<file path="src/design/sgi_pkg.sv">
// Shared widths, register map and stage types for the segment intersection pipeline.
package sgi_pkg;

    localparam int COORD_W   = 32;
    localparam int FRAC_BITS = 8;
    localparam int CROSS_W   = 24;
    localparam int LIMIT_W   = 16;
    localparam int DATA_W    = 32;

    localparam int REG_IDX_W = 1;
    localparam int ADDR_W    = REG_IDX_W + 2;
    localparam logic [REG_IDX_W-1:0] REG_PARALLEL_LIMIT = 1'b0;
    localparam logic [LIMIT_W-1:0]   LIMIT_RESET        = LIMIT_W'(66);

    // differences, products, cross terms
    localparam int D_W    = COORD_W + 1;
    localparam int PROD_W = 2 * D_W;
    localparam int CP_W   = PROD_W + 1;
    localparam int MAG_W  = PROD_W;
    localparam int HALF_W = MAG_W / 2;
    localparam int HI_W   = MAG_W - HALF_W;
    localparam int PP_W   = D_W + HI_W + 1;
    localparam int SUM_W  = PP_W + 1;
    localparam int DD_W   = MAG_W + FRAC_BITS;

    // quotient magnitude bits and numerator width
    localparam int QN_W  = COORD_W - FRAC_BITS + 1;
    localparam int Q_W   = (QN_W > CROSS_W) ? QN_W : CROSS_W;
    localparam int NUM_A = 3 * COORD_W + 6;
    localparam int NUM_B = DD_W + Q_W + 1;
    localparam int NUM_W = (NUM_A > NUM_B) ? NUM_A : NUM_B;

    typedef struct packed {
        logic signed [COORD_W-1:0] p1_x;
        logic signed [COORD_W-1:0] p1_y;
        logic signed [COORD_W-1:0] p2_x;
        logic signed [COORD_W-1:0] p2_y;
        logic signed [COORD_W-1:0] q1_x;
        logic signed [COORD_W-1:0] q1_y;
        logic signed [COORD_W-1:0] q2_x;
        logic signed [COORD_W-1:0] q2_y;
    } seg_pair_t;

    typedef struct packed {
        logic                      valid;
        logic                      hit;
        logic signed [COORD_W-1:0] p1_x;
        logic signed [COORD_W-1:0] p1_y;
        logic signed [D_W-1:0]     dp_x;
        logic signed [D_W-1:0]     dp_y;
        logic        [MAG_W-1:0]   den;
        logic        [MAG_W-1:0]   na;
    } cross_res_t;

    typedef struct packed {
        logic             valid;
        logic             hit;
        logic             neg_x;
        logic             neg_y;
        logic [DD_W-1:0]  dd;
        logic [NUM_W-1:0] rem_x;
        logic [NUM_W-1:0] rem_y;
        logic [Q_W-1:0]   q_x;
        logic [Q_W-1:0]   q_y;
    } div_stage_t;

endpackage

</file>
<file path="src/design/sgi_out.sv">
// Result formatting, output register and skid stage; drives the pipeline enable.
module sgi_out import sgi_pkg::*; (
    input  logic                      aclk,
    input  logic                      aresetn,
    input  div_stage_t                d,
    output logic                      en,
    output logic                      m_valid,
    input  logic                      m_ready,
    output logic                      m_hit,
    output logic signed [CROSS_W-1:0] m_cross_x,
    output logic signed [CROSS_W-1:0] m_cross_y
);

    typedef struct packed {
        logic                 hit;
        logic [CROSS_W-1:0]   cross_x;
        logic [CROSS_W-1:0]   cross_y;
    } result_t;

    result_t        fin;
    result_t        out_next, out_reg, skid_next, skid_reg;
    logic           out_valid_next, out_valid_reg, skid_valid_next, skid_valid_reg;
    logic [Q_W-1:0] qx, qy;

    assign qx = d.neg_x ? -d.q_x : d.q_x;
    assign qy = d.neg_y ? -d.q_y : d.q_y;

    always_comb begin
        fin.hit     = d.hit;
        fin.cross_x = d.hit ? qx[CROSS_W-1:0] : '0;
        fin.cross_y = d.hit ? qy[CROSS_W-1:0] : '0;
    end

    always_comb begin
        out_next        = out_reg;
        skid_next       = skid_reg;
        out_valid_next  = out_valid_reg;
        skid_valid_next = skid_valid_reg;
        if (!skid_valid_reg) begin
            if (!out_valid_reg || m_ready) begin
                out_valid_next = d.valid;
                out_next       = fin;
            end else if (d.valid) begin
                // output is stalled: park the arriving result
                skid_valid_next = 1'b1;
                skid_next       = fin;
            end
        end else if (m_ready) begin
            out_next        = skid_reg;
            skid_valid_next = 1'b0;
        end
    end

    always_ff @(posedge aclk) begin
        if (!aresetn) begin
            out_valid_reg  <= 1'b0;
            skid_valid_reg <= 1'b0;
        end else begin
            out_valid_reg  <= out_valid_next;
            skid_valid_reg <= skid_valid_next;
        end
    end

    always_ff @(posedge aclk) begin
        out_reg  <= out_next;
        skid_reg <= skid_next;
    end

    assign en        = !skid_valid_reg;
    assign m_valid   = out_valid_reg;
    assign m_hit     = out_reg.hit;
    assign m_cross_x = out_reg.cross_x;
    assign m_cross_y = out_reg.cross_y;

endmodule

</file>
<file path="config.mk">
export PLATFORM = sky130hd
export DESIGN_NAME = sgi_out
export DESIGN_NICKNAME = d
export VERILOG_FILES = /design/src/design/sgi_pkg.sv /design/src/design/sgi_out.sv
export SDC_FILE = /design/constraint.sdc
export NUM_CORES = 1
export LEC_CHECK = 0
export ABC_AREA = 1
export CELL_PAD_IN_SITES_DETAIL_PLACEMENT = 0
export CELL_PAD_IN_SITES_GLOBAL_PLACEMENT = 1
export CORE_AREA = 2 2 151 153
export CTS_BUF_LIST = sky130_fd_sc_hd__clkbuf_8
export DETAILED_ROUTE_END_ITERATION = 10
export DIE_AREA = 0 0 153 155
export DONT_BUFFER_PORTS = 1
export PLACE_DENSITY = 0.59
export SYNTH_ARGS = -nofsm -noshare
export SYNTH_HDL_FRONTEND = slang
export SYNTH_SLANG_ARGS = --single-unit
</file>
<file path="constraint.sdc">
create_clock -name aclk -period 6.6 [get_ports aclk]
set_clock_uncertainty 0.05 [all_clocks]
set_input_delay 1.32 -clock aclk [delete_from_list [all_inputs] [get_ports aclk]]
set_output_delay 1.32 -clock aclk [all_outputs]
set_load 0.01 [all_outputs]
</file>
==> results.md <==
* Outcome: finished clean
* DR vias at just over 4000
* Max Fclk at between 0.3 and 0.4 GHz
* Hold buffer count at cts at 0
* Final slew viol count at 0
* Ant. Diodes at 0
* Syn Nets at between 900 and 1000
* Combinational fraction of design power at 10.1%
* Async set-reset flop share out of synthesis at 0%
* Gate count of the mapped netlist at 630
* Initial antenna violation count at 1
* Clk buf depth at 2
* Sequential fraction of the synthesis area at between 50% and 60%
* TNS Setup at 0 ns
* Crit path kind: flip-flop to output pin
* Slowest cell delay on critical path at 0.64 ns
* Mapped Avg Cell Area at 8.65 um2
* Synth cell types at 32
* Critical path arrival at between 1.5 and 2 ns
* WL per Instance at ~18 um
* Global-route congestion overflow total at 0
* Io pins at slightly below 400
* Switch share at between 20% and 30%
* Cts bufs inserted at 9
* RSZ-0062 raised after global routing: false
* Final setup violation count at 0
* Max-cap violations at 0
* Vias/cell at between 4 and 5
* Die ar. at 23700 um2
* WP data required at 5.23 ns
* Clk pwr share at between 20 and 30%
* Tot Pwr at about 0.0013 W
* CTS Sinks at 100
* Root buf cell: clkbuf_8
* Antenna-violating nets left at 0
* HP Class: flip-flop to flip-flop
* Routability congestion estimate at around 0.78
* Tmin final at between 3 and 4 ns
* R2R Setup Slk at 4.26 ns
* Placed insts at slightly below 900
* Drc violations at 0
* Startpoint Class: flip-flop
* Worst setup EP type: output pin
* Die H at 155 um
* DRT Wirelength at between 15 and 20 mm
* Synthesis Warnings at 0
* Slew Limit Headroom at between 40 and 50%
* Horiz. Die Dim at approximately 150 um
* Area Overhead vs Synth at 8.26%
* Setup bufs post-CTS at 0
* Starting DRT DRC Count at 201
* Largest net degree at the start of global routing at 74
* Port Buffers at 0
* Peak supply drop at slightly below 0.00009 V
* Leakage Power at about 2.5 nW
* CORE AREA at 22200 um2
* CP bufs+invs at 2
* Area leader, netlist: edfxtp_1
* Post-synthesis register bit count at 100
* Initial core utilization at between 20% and 30%
* Vias in the first global route at 4105
* Crit-path leading delay family: buffers and inverters
* Crit share post-route at between 40% and 50%
* HPWL after DPL at approximately 11 mm
* Worst Tran Pin Value at 0.800 ns
* Final Hold Vio Count at 0
* Launch point of the worst reg-to-reg path: m_valid
* Top FF cell, synth: edfxtp_1
* Minimum hold slack at between 0.4 and 0.5 ns
* First-pass GRT wire length at around 25 mm
* Number of synthesized flops with an enable pin at a little under 100
* Crit path cell chain: buf_4, inv_1
* Layout cells sized above 1 at a little under a tenth
* P_int at slightly above 0.0009 W
* DRT Pass-1 Iters at 5
* GRT Total Usage at between 10 and 15%
* Crit. Startpoint: skid_valid_reg
* Layout Nets at about 960
* Core Rows at between 50 and 60
* H-tree depth at 3
* TritonCTS clock tree: yes
* Fin util at approximately a quarter
* Max FFs per register at between 40 and 50
* Post-Syn Area at 5450 um2
* P per Cell Area at ~220 nW/um2
* Sw power at 0.000362 W
* Clock transition at path regs at roughly 0.1 ns
* Sequential group share of total power at about 60%
* Area contributors post-synth: edfxtp_1, nand2_1, inv_1
* Worst-skew pair later-pin latency at about 0.38 ns
* Final std cells w/o fill at 910
* Share of the synthesized area in the top cell type at approximately 54%
* Post-cts resize count at 0
* Critical path's slowest cell: buf_4
* Worst Hold Launch: skid_reg[29]
* Worst-path fanout max at 73
through the flow:
stage / worst slack [ns] / instance area [um2]
6_report: 3.59 / 5900
2_1_floorplan: 1.90 / 5450
3_5_place_dp: 3.33 / 5730
4_1_cts: 3.51 / 5900
5_1_grt: 3.43 / 5900
3_3_place_gp: 3.37 / 5730
cells by family after synthesis:
logic type,Yosys count,share of synthesized area [%]
flops,100,54.7
compound gates,66,6.77
buf+inv,104,7.76
fa+ha+maj,2,0.459
simple gates,358,30.3
placed cells by master (no fill, tap or decap), drive strengths merged, types with 3 or more instances in the layout:
cell type    n
nor3         4
o21ai       44
a21oi       16
clkinv       3
nand2      199
nand4       25
clkbuf       9
o21a         3
and3        15
inv         82
nor2        54
buf          4
edfxtp      98
nand3       59
final timing paths:
check | cells after the start | endpoint
setup / recovery | 2 | en
hold / removal | 2 | m_cross_x[5]
setup reg to reg | 3 | skid_reg[26]
hold reg to reg | 2 | m_cross_x[5]
worst reg2reg max path: cells and delay by family (launching register included):
| kind | cells | cell delay [ns] |
|---|---|---|
| and+or+nand+nor | 2 | 0.87 |
| DFF | 1 | 0.59 |
| buffers and inverters | 1 | 0.49 |
cell usage after synthesis, drive strengths merged (4+ instances only):
| library cell | n |
|---|---|
| a21oi | 16 |
| and3 | 15 |
| buf | 11 |
| clkbuf | 13 |
| edfxtp | 98 |
| inv | 80 |
| nand2 | 199 |
| nand3 | 59 |
| nand4 | 25 |
| nor2 | 54 |
| nor3 | 4 |
| o21ai | 44 |
final cells by class:
class | instances | area [um2]
Fill cell | 2425 | 16300
Sequential cell | 100 | 2980
Multi-Input combinational cell | 426 | 2060
Tap cell | 285 | 357
Inverter | 80 | 300
Clock buffer | 9 | 124
Clock inverter | 6 | 42.5
Timing Repair Buffer | 4 | 30.0
power by group through the flow:
stage / sequential [W] / clock (W) / combinational [W]
2_1_floorplan: 0.000793 / 0 / 0.000111
3_3_place_gp: 0.000807 / 0 / 0.000131
3_5_place_dp: 0.000805 / 0 / 0.000133
4_1_cts: 0.000793 / 0.000388 / 0.000134
5_1_grt: 0.000798 / 0.000407 / 0.000153
6_report: 0.000791 / 0.000368 / 0.000131
per-layer routing:
metal | wire length (um) | track usage [%]
met1 | 7350 | 17.8
met2 | 6340 | 19.1
met3 | 2200 | 8.30
met4 | 152 | 3.57
met5 | 12 | 0
Note: power is estimated with default switching activity, not from simulation.
